[src/rtl/lff_pkg.sv]
// ----------------------------------------------------------------------------
// lff_pkg: shared types and constants of the LED frame packet framer
// Frame length, preamble and tail tables, and the command queued between
// the front and back halves.
// ----------------------------------------------------------------------------
package lff_pkg;

    localparam int LED_COUNT = 144;               // LEDs per frame, 2..255
    localparam int PRE_LEN   = 13;
    localparam int TAIL_LEN  = 4;

    localparam int FIFO_DEPTH = 4;
    localparam int FIFO_AW    = $clog2(FIFO_DEPTH);
    localparam int FIFO_CW    = $clog2(FIFO_DEPTH + 1);

    localparam int STEP_W = 4;                    // holds 0..PRE_LEN

    // step codes of the back sequencer
    localparam logic [STEP_W-1:0] STEP_PRE_BYTE = STEP_W'(PRE_LEN);
    localparam logic [STEP_W-1:0] STEP_CSUM     = STEP_W'(1);
    localparam logic [STEP_W-1:0] STEP_TAIL0    = STEP_W'(2);
    localparam logic [STEP_W-1:0] STEP_TAIL_END = STEP_W'(1 + TAIL_LEN);

    localparam logic [7:0] LAST_POS = 8'(LED_COUNT - 1);
    localparam logic [7:0] TAIL_END = 8'h5D;

    typedef struct packed {
        logic [7:0] data;      // brightness byte
        logic [7:0] csum;      // running sum including this byte
        logic       first;     // first byte of frame, preamble goes ahead
        logic       last;      // last byte of frame, checksum and tail follow
    } lff_cmd_t;

    typedef struct packed {
        logic     valid;
        lff_cmd_t cmd;
    } lff_head_t;

    function automatic logic [7:0] preamble_byte(input logic [STEP_W-1:0] idx);
        logic [7:0] b;
        unique case (idx)
            4'd0:    b = 8'h5A;
            4'd1:    b = 8'hFF;
            4'd2:    b = 8'h01;
            4'd3:    b = 8'h5A;
            4'd4:    b = 8'h24;
            4'd5:    b = 8'h21;
            4'd6:    b = 8'h3D;
            4'd7:    b = 8'h01;
            4'd8:    b = 8'h83;
            4'd9:    b = 8'h5A;
            4'd10:   b = 8'hFF;
            4'd11:   b = 8'h02;
            4'd12:   b = 8'h5B;
            default: b = 8'h00;
        endcase
        return b;
    endfunction

    function automatic logic [7:0] tail_byte(input logic [1:0] idx);
        logic [7:0] b;
        unique case (idx)
            2'd0: b = 8'h5A;
            2'd1: b = 8'hFF;
            2'd2: b = 8'h04;
            2'd3: b = TAIL_END;
        endcase
        return b;
    endfunction

endpackage

[src/rtl/lff_front.sv]
// ----------------------------------------------------------------------------
// lff_front: request intake and classification
// Tracks frame position and running sum, tags each byte as first, middle or
// last and pushes a command into the queue.
// ----------------------------------------------------------------------------
module lff_front (
    input  logic              clk,
    input  logic              rst_n,
    input  logic              in_valid,
    output logic              in_ready,
    input  logic [7:0]        brightness,
    input  logic              q_full,
    output logic              push,
    output lff_pkg::lff_cmd_t push_cmd
);

    logic [7:0] pos_reg, pos_next;
    logic [7:0] sum_reg, sum_next;
    logic       is_first;
    logic       is_last;
    logic [7:0] sum_new;

    assign in_ready = !q_full;
    assign push     = in_valid && !q_full;

    assign is_first = (pos_reg == 8'd0);
    assign is_last  = (pos_reg >= lff_pkg::LAST_POS);   // past the end closes too
    assign sum_new  = (is_first ? 8'd0 : sum_reg) + brightness;

    always_comb
    begin
        push_cmd.data  = brightness;
        push_cmd.csum  = sum_new;
        push_cmd.first = is_first;
        push_cmd.last  = is_last;
    end

    always_comb
    begin
        pos_next = pos_reg;
        sum_next = sum_reg;
        if (push)
        begin
            if (is_last)
            begin
                pos_next = 8'd0;
                sum_next = 8'd0;
            end
            else
            begin
                pos_next = pos_reg + 8'd1;
                sum_next = sum_new;
            end
        end
    end

    always_ff @(posedge clk or negedge rst_n)
    begin
        if (!rst_n)
        begin
            pos_reg <= 8'd0;
            sum_reg <= 8'd0;
        end
        else
        begin
            pos_reg <= pos_next;
            sum_reg <= sum_next;
        end
    end

endmodule

[src/rtl/lff_fifo.sv]
// ----------------------------------------------------------------------------
// lff_fifo: command queue between front and back
// Small register queue with head look-ahead.
// ----------------------------------------------------------------------------
module lff_fifo (
    input  logic               clk,
    input  logic               rst_n,
    input  logic               push,
    input  lff_pkg::lff_cmd_t  push_cmd,
    output logic               full,
    input  logic               pop,
    output lff_pkg::lff_head_t head
);

    lff_pkg::lff_cmd_t                 mem_reg [lff_pkg::FIFO_DEPTH];
    logic [lff_pkg::FIFO_AW-1:0]       wr_ptr_reg, wr_ptr_next;
    logic [lff_pkg::FIFO_AW-1:0]       rd_ptr_reg, rd_ptr_next;
    logic [lff_pkg::FIFO_CW-1:0]       cnt_reg, cnt_next;
    logic                              do_pop;

    assign full       = (cnt_reg == lff_pkg::FIFO_CW'(lff_pkg::FIFO_DEPTH));
    assign head.valid = (cnt_reg != '0);
    assign head.cmd   = mem_reg[rd_ptr_reg];
    assign do_pop     = pop && head.valid;

    always_comb
    begin
        wr_ptr_next = push   ? wr_ptr_reg + 1'b1 : wr_ptr_reg;
        rd_ptr_next = do_pop ? rd_ptr_reg + 1'b1 : rd_ptr_reg;
        cnt_next    = cnt_reg + lff_pkg::FIFO_CW'(push) - lff_pkg::FIFO_CW'(do_pop);
    end

    always_ff @(posedge clk or negedge rst_n)
    begin
        if (!rst_n)
        begin
            wr_ptr_reg <= '0;
            rd_ptr_reg <= '0;
            cnt_reg    <= '0;
        end
        else
        begin
            wr_ptr_reg <= wr_ptr_next;
            rd_ptr_reg <= rd_ptr_next;
            cnt_reg    <= cnt_next;
        end
    end

    always_ff @(posedge clk)
    begin
        if (push)
        begin
            mem_reg[wr_ptr_reg] <= push_cmd;
        end
    end

endmodule

[src/rtl/lff_back.sv]
// ----------------------------------------------------------------------------
// lff_back: packet byte sequencer
// Expands the head command into its byte run, one byte per cycle while the
// output register is free or being taken, into a registered output stage.
// ----------------------------------------------------------------------------
module lff_back (
    input  logic               clk,
    input  logic               rst_n,
    input  lff_pkg::lff_head_t head,
    output logic               pop,
    output logic               out_valid,
    input  logic               out_ready,
    output logic [7:0]         out_byte,
    output logic               run_last,
    output logic               frame_done
);

    logic [lff_pkg::STEP_W-1:0] step_reg, step_next;
    logic                       out_valid_reg, out_valid_next;
    logic [7:0]                 out_byte_reg;
    logic                       run_last_reg;
    logic                       frame_done_reg;
    logic                       load;
    logic [7:0]                 gen_byte;
    logic                       gen_final;
    logic                       gen_done;
    logic [lff_pkg::STEP_W-1:0] tail_idx;

    assign tail_idx = step_reg - lff_pkg::STEP_TAIL0;

    always_comb
    begin
        gen_byte  = head.cmd.data;
        gen_final = 1'b0;
        gen_done  = 1'b0;
        priority if (head.cmd.first)
        begin
            if (step_reg == lff_pkg::STEP_PRE_BYTE)
            begin
                gen_final = 1'b1;
            end
            else
            begin
                gen_byte = lff_pkg::preamble_byte(step_reg);
            end
        end
        else if (head.cmd.last)
        begin
            if (step_reg == lff_pkg::STEP_CSUM)
            begin
                gen_byte = head.cmd.csum;
            end
            else if (step_reg >= lff_pkg::STEP_TAIL0)
            begin
                gen_byte = lff_pkg::tail_byte(tail_idx[1:0]);
                gen_final = (step_reg == lff_pkg::STEP_TAIL_END);
                gen_done  = gen_final;
            end
        end
        else
        begin
            gen_final = 1'b1;
        end
    end

    assign load = head.valid && (!out_valid_reg || out_ready);
    assign pop  = load && gen_final;

    always_comb
    begin
        step_next = step_reg;
        if (pop)
        begin
            step_next = '0;
        end
        else if (load)
        begin
            step_next = step_reg + 1'b1;
        end
        out_valid_next = out_valid_reg;
        if (load)
        begin
            out_valid_next = 1'b1;
        end
        else if (out_ready)
        begin
            out_valid_next = 1'b0;
        end
    end

    always_ff @(posedge clk or negedge rst_n)
    begin
        if (!rst_n)
        begin
            step_reg      <= '0;
            out_valid_reg <= 1'b0;
        end
        else
        begin
            step_reg      <= step_next;
            out_valid_reg <= out_valid_next;
        end
    end

    always_ff @(posedge clk)
    begin
        if (load)
        begin
            out_byte_reg   <= gen_byte;
            run_last_reg   <= gen_final;
            frame_done_reg <= gen_done;
        end
    end

    assign out_valid  = out_valid_reg;
    assign out_byte   = out_byte_reg;
    assign run_last   = run_last_reg;
    assign frame_done = frame_done_reg;

endmodule

[src/rtl/led_frame_packet_framer.sv]
// ----------------------------------------------------------------------------
// led_frame_packet_framer: LED frame packet framer, top level
// Turns a stream of brightness requests into the controller's byte stream:
// preamble, pixel bytes, checksum and tail.
// ----------------------------------------------------------------------------
//
//  channel | signals                          | direction | handshake
//  --------+----------------------------------+-----------+-----------------
//  input   | brightness[7:0]                  | in        | in_valid/in_ready
//  output  | out_byte[7:0] run_last frame_done| out       | out_valid/out_ready
//
// Bytes: the back sequencer emits one byte per cycle unless out_ready stalls
// it; a middle byte yields only itself, the first byte of a frame the
// preamble plus byte, the last byte the byte, checksum and four tail bytes.
// A four-entry command queue lets the front keep taking requests while the
// back is busy with a preamble or tail burst.
// Reset: rst_n clears frame position, running sum, queue and output valid.
// Stalls: in_ready drops only when the queue is full; out_ready low while
// out_valid is high holds the output register and stops the sequencer.
// ----------------------------------------------------------------------------
module led_frame_packet_framer (
    input  logic       clk,
    input  logic       rst_n,
    input  logic       in_valid,
    output logic       in_ready,
    input  logic [7:0] brightness,
    output logic       out_valid,
    input  logic       out_ready,
    output logic [7:0] out_byte,
    output logic       run_last,
    output logic       frame_done
);

    lff_pkg::lff_cmd_t  push_cmd;
    lff_pkg::lff_head_t head;
    logic               push;
    logic               pop;
    logic               q_full;

    // front: position tracking, checksum accumulation, classification
    lff_front u_front (
        .clk        (clk),
        .rst_n      (rst_n),
        .in_valid   (in_valid),
        .in_ready   (in_ready),
        .brightness (brightness),
        .q_full     (q_full),
        .push       (push),
        .push_cmd   (push_cmd)
    );

    // queue decoupling intake from byte emission
    lff_fifo u_fifo (
        .clk      (clk),
        .rst_n    (rst_n),
        .push     (push),
        .push_cmd (push_cmd),
        .full     (q_full),
        .pop      (pop),
        .head     (head)
    );

    // back: expands each command into its run of bytes
    lff_back u_back (
        .clk        (clk),
        .rst_n      (rst_n),
        .head       (head),
        .pop        (pop),
        .out_valid  (out_valid),
        .out_ready  (out_ready),
        .out_byte   (out_byte),
        .run_last   (run_last),
        .frame_done (frame_done)
    );

    // frame end always closes a run
    a_done_is_last: assert property (@(posedge clk) disable iff (!rst_n)
        (out_valid && frame_done) |-> run_last)
        else $error("frame_done without run_last");

    // frame end carries the final tail byte
    a_done_byte: assert property (@(posedge clk) disable iff (!rst_n)
        (out_valid && frame_done) |-> (out_byte == lff_pkg::TAIL_END))
        else $error("frame_done on wrong byte");

    // a command is never both first and last of a frame
    a_kind: assert property (@(posedge clk) disable iff (!rst_n)
        head.valid |-> !(head.cmd.first && head.cmd.last))
        else $error("command tagged first and last");

    // intake and queue agree on flow control
    a_push: assert property (@(posedge clk) disable iff (!rst_n)
        push |-> (in_valid && in_ready && !q_full))
        else $error("push without accepted request");

endmodule

[config.mk]
export PLATFORM = sky130hd
export DESIGN_NAME = led_frame_packet_framer
export DESIGN_NICKNAME = d
export VERILOG_FILES = /design/src/rtl/lff_pkg.sv /design/src/rtl/lff_front.sv /design/src/rtl/lff_fifo.sv /design/src/rtl/lff_back.sv /design/src/rtl/led_frame_packet_framer.sv
export SDC_FILE = /design/constraint.sdc
export NUM_CORES = 1
export LEC_CHECK = 0
export ABC_AREA = 0
export BUFFER_PORTS_ARGS = -buffer_cell sky130_fd_sc_hd__buf_2
export CORE_MARGIN = 2
export CORE_UTILIZATION = 66
export DETAILED_ROUTE_END_ITERATION = 8
export GPL_ROUTABILITY_DRIVEN = 0
export PLACE_DENSITY = 0.94
export SYNTH_ARGS = -nofsm -noshare
export SYNTH_HDL_FRONTEND = slang
export SYNTH_HIERARCHICAL = 1
export SYNTH_SLANG_ARGS = --single-unit
[constraint.sdc]
create_clock -name clk -period 5.4 [get_ports clk]
set_clock_uncertainty 0.2 [all_clocks]
set_input_delay 0.54 -clock clk [delete_from_list [all_inputs] [get_ports clk]]
set_output_delay 0.54 -clock clk [all_outputs]
set_load 0.01 [all_outputs]
==> results of run 1 <==
-- synth_stat cells (4+ instances only) --
master and number:
edfxtp_1 82, nand2_1 32, o21ai_0 30, dfrtp_1 28, inv_1 24, ha_1 21
mux4_2 20, nor2_1 13, and2_1 12, buf_4 12, a21oi_1 11, nand3_1 10
a211oi_1 6, nand2b_1 6, xnor2_1 6, xor2_1 5, clkbuf_8 4, nor2b_1 4
o21a_1 4
-- cells in the final DEF (no fill, tap or decap), types with 3 or more instances in the layout --
cell      count
xor2_1        5
mux4_2       20
nor3_1        3
and2_1       12
nand2_1      32
nand3_1      10
xnor2_1       6
nand2b_1      6
nor2_1       13
o21a_1        4
a21oi_1      11
nor2b_1       4
o22ai_1       3
dfrtp_1      28
ha_1         21
a22o_1        3
o21ai_0      30
edfxtp_1     82
clkbuf_8     11
buf_2        23
a21o_1        3
inv_1        24
a211oi_1      6
-- cell type report --
type                    instances  area (um^2)  area share
multi-input cells             240         1970       0.347
repair buffers                 24          123      0.0217
flip-flops and latches        110         3160       0.559
clock buffers                  12          155      0.0274
clock inverters                 4         28.8     0.00508
well taps                     105          131      0.0232
inverters                      25         93.8      0.0166
-- worst min-delay path by stage --
stage | cells past startpoint | endpoint | start
2_1_floorplan | 0 | u_back/out_valid | rst_n
3_3_place_gp | 2 | u_front/sum_reg[2] | u_front/sum_reg[2]
3_5_place_dp | 2 | u_front/sum_reg[6] | u_front/sum_reg[6]
4_1_cts | 1 | u_front/pos_reg[1] | rst_n
5_1_grt | 1 | u_front/pos_reg[1] | rst_n
6_report | 1 | u_front/pos_reg[2] | rst_n
-- report_power, final --
| part | total [W] | internal, W | switching, W |
|---|---|---|---|
| Sequential | 0.00150 | 0.00131 | 0.000187 |
| Clock | 0.000466 | 0.000196 | 0.000270 |
| Combinational | 0.00149 | 0.000628 | 0.000866 |
| Total | 0.00346 | 0.00214 | 0.00132 |
-- cells by family after synthesis --
kind of cell / synth area share
compound gates: 0.106
xor+xnor: 0.0178
fa+ha+maj: 0.0559
buf+inv: 0.0536
flops: 0.584
mux: 0.0868
simple gates: 0.0965
-- metal layers --
| layer | track usage | vias up | part of all wire |
|---|---|---|---|
| met5 | 0 | - | 0 |
| met4 | 0.111 | 0 | 0.029 |
| met3 | 0.0463 | 31 | 0.056 |
| met2 | 0.418 | 158 | 0.50 |
| met1 | 0.348 | 1703 | 0.42 |
| li1 | - | 1504 | - |
-- through the flow --
step                cells   util
finish                520  0.700
floorplan             398      -
global route          520  0.700
CTS                   520  0.700
detailed placement    504  0.677
global placement      504  0.677
-- critical path: stages, from the launching register on --
cell and delay (ps):
dfrtp_1 900, mux4_2 550, and2b_2 330, a22o_2 200
nor2_1 60, o31a_1 130, ha_1 290, inv_1 40
ha_1 180, fa_1 380, xnor2_1 180, xnor2_1 130
==> results.json, run 1 <==
{
  "outcome": "finished with violations",
  "violations": "hold timing",
  "fin_crit_sh": 0.681,
  "grt_pass1_wl_mm": 17.1,
  "start_kind": "flop",
  "slew_headroom": 0.367,
  "antenna_left": 0,
  "end_kind": "flop",
  "largest_register_ffs": 72,
  "synth_edf_count": 82,
  "ys_seq_elements": 110,
  "ys_types": 62,
  "synth_nets": 433,
  "synthCells": 398,
  "areaGrowthSynthToFinish_pct": 4.46,
  "cts_setup_buffers": 0,
  "hold_viol": 6,
  "drt_iter0_drc": 337,
  "fin_ws_ps": 1720,
  "critPathLaunch": "u_fifo/rd_ptr_reg[1]",
  "drc": 0,
  "n_fill_cell": 552,
  "syn_area_per_cell_um2": 13.6,
  "n_antenna_cell": 0,
  "synth_seq_area_share": 0.584,
  "grt_usage": 0.258,
  "cts_buffers": 9,
  "synth_top_area_share": 0.454,
  "cp_max_fo": 19,
  "insertion_delay_ps": 370,
  "ir_drop_mv": 0.355,
  "hold_slack_ps": -4.59,
  "reg2reg_setup_slack_ps": 1720,
  "nets": 445,
  "coreArea_um2": 8090,
  "tightest_slew_ps": 949,
  "cts_root_buffer": "clkbuf_8",
  "cp_data_arrival_time_ps": 3770,
  "r2r-end": "u_fifo/cnt_reg[2]",
  "antenna_found_initial": 0,
  "drive_gt1_frac": 0.169,
  "ys_async_sr_fraction": 0.255,
  "h-tree-depth": 3,
  "cts.sinks": 110,
  "worstSetupEndpoint": "u_fifo/cnt_reg[2]",
  "ys_warn_count": 6,
  "die_h_um": 94.6,
  "num_rows": 33,
  "power.density_nw_per_um2": 611,
  "synthesis.area_um2": 5420,
  "fmax_ghz": 0.272,
  "cap_violations": 0,
  "cts_buffer_depth": 2,
  "hold_class": "input pin to async pin",
  "criticalPathCategory": "flop to flop",
  "setup_tns_ps": 0,
  "grt_pass1_vias": 3365,
  "port_buffers": 23,
  "p_total_w": 0.00346,
  "initial_core_util": 0.670,
  "synthFlopType": "edfxtp_1",
  "min_period_ps": 3680,
  "grt-ovfl-total": 0,
  "place_area_um2": 5480,
  "dr.pass1.iters": 5,
  "io_pins": 24,
  "drt-wirelength-per-cell_um": 20.4,
  "rsz0062_at_grt": "no",
  "design.die.area_um2": 8950,
  "reg2reg_depth": 11,
  "cts_resized": 0,
  "reg2reg_from": "u_fifo/rd_ptr_reg[1]",
  "dpl.hpwl_mm": 7.30,
  "grt_max_degree": 29,
  "stdcell_area_um2": 5660,
  "synth.largest_area_cell": "edfxtp_1",
  "cts_hold_buffers": 0,
  "die_x_um": 94.6,
  "wirelength_mm": 10.6,
  "clk_pin_slew_ps": 100,
  "crit_required_ps": 5500,
  "cts_tree": "done",
  "synth_top_cells_by_area": "edfxtp_1 45%, dfrtp_1 13%, mux4_2 8.3%",
  "dp_slack_ps": 1750,
  "power_leakage_nw": 2.11,
  "viasPerCell": 6.53,
  "finalSetupViolCount": 0,
  "maxSlewViolCount": 0,
  "vias": 3396
}
Note: power is estimated with default switching activity, not from simulation.
==> run 2: changes to the inputs <==
--- a/config.mk
+++ b/config.mk
@@ -8,10 +8,10 @@
 export ABC_AREA = 0
 export BUFFER_PORTS_ARGS = -buffer_cell sky130_fd_sc_hd__buf_2
 export CORE_MARGIN = 2
-export CORE_UTILIZATION = 66
+export CORE_UTILIZATION = 55
 export DETAILED_ROUTE_END_ITERATION = 8
 export GPL_ROUTABILITY_DRIVEN = 0
-export PLACE_DENSITY = 0.94
+export PLACE_DENSITY = 0.84
 export SYNTH_ARGS = -nofsm -noshare
 export SYNTH_HDL_FRONTEND = slang
 export SYNTH_HIERARCHICAL = 1
==> constraint.sdc (replaced) <==
create_clock -name clk -period 3.3 [get_ports clk]
set_clock_uncertainty 0.2 [all_clocks]
set_input_delay 0.33 -clock clk [delete_from_list [all_inputs] [get_ports clk]]
set_output_delay 0.33 -clock clk [all_outputs]
set_load 0.01 [all_outputs]
==> results.json, run 2 (synthesized netlist as in run 1, its figures left out) <==
{
  "nets": 470,
  "drt_iter0_drc": 352,
  "tightest_slew_ps": 692,
  "finalSetupViolCount": 0,
  "pwr-share-seq": 0.400,
  "end_kind": "flop",
  "hold_class": "input pin to flop",
  "cts_buffers": 9,
  "design.die.area_um2": 10700,
  "drc": 0,
  "maxSlewViolCount": 0,
  "cts_buffer_depth": 2,
  "hold_slack_ps": 12.9,
  "wirelength_mm": 10.5,
  "crit_required_ps": 3210,
  "grt_usage": 0.221,
  "coreArea_um2": 9680,
  "drive_gt1_frac": 0.225,
  "port_buffers": 23,
  "outcome": "finished, final reports clean",
  "max_stage_delay_ps": 420,
  "slew_headroom": 0.538,
  "cp_data_arrival_time_ps": 3090,
  "antenna_found_initial": 0,
  "n_antenna_cell": 0,
  "cts.sinks": 110,
  "hold_viol": 0,
  "wl_met3_um": 596,
  "dp_slack_ps": 37.9,
  "largest_register_ffs": 72,
  "p_sw_w": 0.00220,
  "top_layer": "met4",
  "min_period_ps": 3180,
  "setup_tns_ps": 0,
  "dr.pass1.iters": 5,
  "p_total_w": 0.00591,
  "num_rows": 36,
  "power_leakage_nw": 2.24,
  "fin_cells": 573,
  "p_sw_frac": 0.372,
  "dr_wl_met2_mm": 5.40,
  "h-tree-depth": 3,
  "seq_area_um2": 3160,
  "die_x_um": 103,
  "die_h_um": 103,
  "combPwrFrac": 0.468,
  "post-place-cells": 546,
  "clkPwrFrac": 0.132,
  "hp-start": "brightness[4]",
  "path_cells": "inv_1, ha_1, nor4b_1, nand2_1, buf_4, and2_1, ha_1, o21ai_0, a22oi_1, o21a_1, nand2_1, xor2_2",
  "fmax_ghz": 0.315,
  "grt_pass1_wl_mm": 17.5,
  "drt-wirelength-per-cell_um": 18.3,
  "most-common-layout-cells": "82 x edfxtp_1, 32 x nand2_1, 28 x o21ai_0",
  "cp_max_fo": 7,
  "critPathLaunch": "u_front/pos_reg[1]",
  "ir_drop_mv": 0.633,
  "vias": 3460,
  "crit_family": "simple AND/OR/NAND/NOR gates",
  "viasPerCell": 6.04,
  "power.density_nw_per_um2": 993,
  "grt_pass1_vias": 3486,
  "insertion_delay_ps": 370,
  "grt_max_degree": 29,
  "cap_violations": 0,
  "areaGrowthSynthToFinish_pct": 9.72,
  "cpMaxStageDelayCell": "dfrtp_1",
  "grt-ovfl-total": 0,
  "multi_input_area_um2": 2010,
  "criticalPathCategory": "flop to flop",
  "dpl.hpwl_mm": 7.33,
  "cts_root_buffer": "clkbuf_8",
  "cts_tree": "done",
  "drt-met1-wl_mm": 4.28,
  "io_pins": 24,
  "clk_pin_slew_ps": 90,
  "fin_crit_sh": 0.963,
  "initial_core_util": 0.560,
  "reg2reg_from": "u_front/pos_reg[1]",
  "fin_ws_ps": 121,
  "antenna_left": 0,
  "internal_power_w": 0.00371,
  "final_common_cell": "edfxtp_1",
  "n_fill_cell": 711,
  "critical_path_buf_inv_count": 2,
  "start_kind": "flop"
}
## run 2: changes by cell type in the layout (fill, tap and decap cells not counted), sizes merged
cell / delta
buf: +22
dlygate4sd3: +3
inv: -2
clkinvlp: +1
bufinv: +1
clkinv: +2
clkbuf: -2
## run 2: routing by layer
metal	track usage	vias up
met5	0	-
met1	0.283	1722
met3	0.0437	29
li1	-	1553
met4	0.0658	0
met2	0.385	156
## run 2: worst reg2reg max path, delay by kind of cell (launching register included)
family,cells,cell delay [ps]
flip-flops,1,420
AND/OR/NAND/NOR,4,750
AO/OA/AOI/OAI,3,550
XOR/XNOR,1,220
buffers and inverters,2,290
adder cells (fa/ha/maj),2,490
## run 2: worst paths after layout
kind / to / slack (ps) / depth (start not counted)
min in group asynchronous: u_back/step_reg[0] / 320 / 2
worst min-delay path: u_fifo/mem_reg[2][14] / 10 / 1
worst max-delay path: u_fifo/mem_reg[0][9] / 120 / 12
worst min register to register: u_front/sum_reg[0] / 290 / 2
max in group asynchronous: u_fifo/rd_ptr_reg[0] / 2090 / 2
worst max register to register: u_fifo/mem_reg[0][9] / 120 / 12
## run 2: power groups by stage
stage,Combinational (W),Clock (W),Sequential [W]
after floorplan,0.00192,0,0.00236
after detailed placement,0.00258,0,0.00239
after global routing,0.00307,0.000850,0.00241
after global placement,0.00247,0,0.00235
final,0.00277,0.000778,0.00236
after CTS,0.00261,0.000793,0.00236
## run 2: cell type report
class                   count  area share
inverters                  25      0.0158
clock buffers              10      0.0215
clock inverters             6      0.0105
flip-flops and latches    110       0.532
repair buffers             49      0.0534
multi-input cells         240       0.339
well taps                 133      0.0280
## run 2: through the flow
step	cell area, um^2	util
6_report	5950	0.614
5_1_grt	5950	0.614
4_1_cts	5850	0.604
3_5_place_dp	5620	0.580
3_3_place_gp	5620	0.580
2_1_floorplan	5420	-
## run 2: repair_timing
action,CTS,global route
pin swaps,1,1
setup endpoints to repair,4,15
hold endpoints to repair,32,4
hold buffers,2,1
gates resized for setup,0,13
setup buffers,3,5
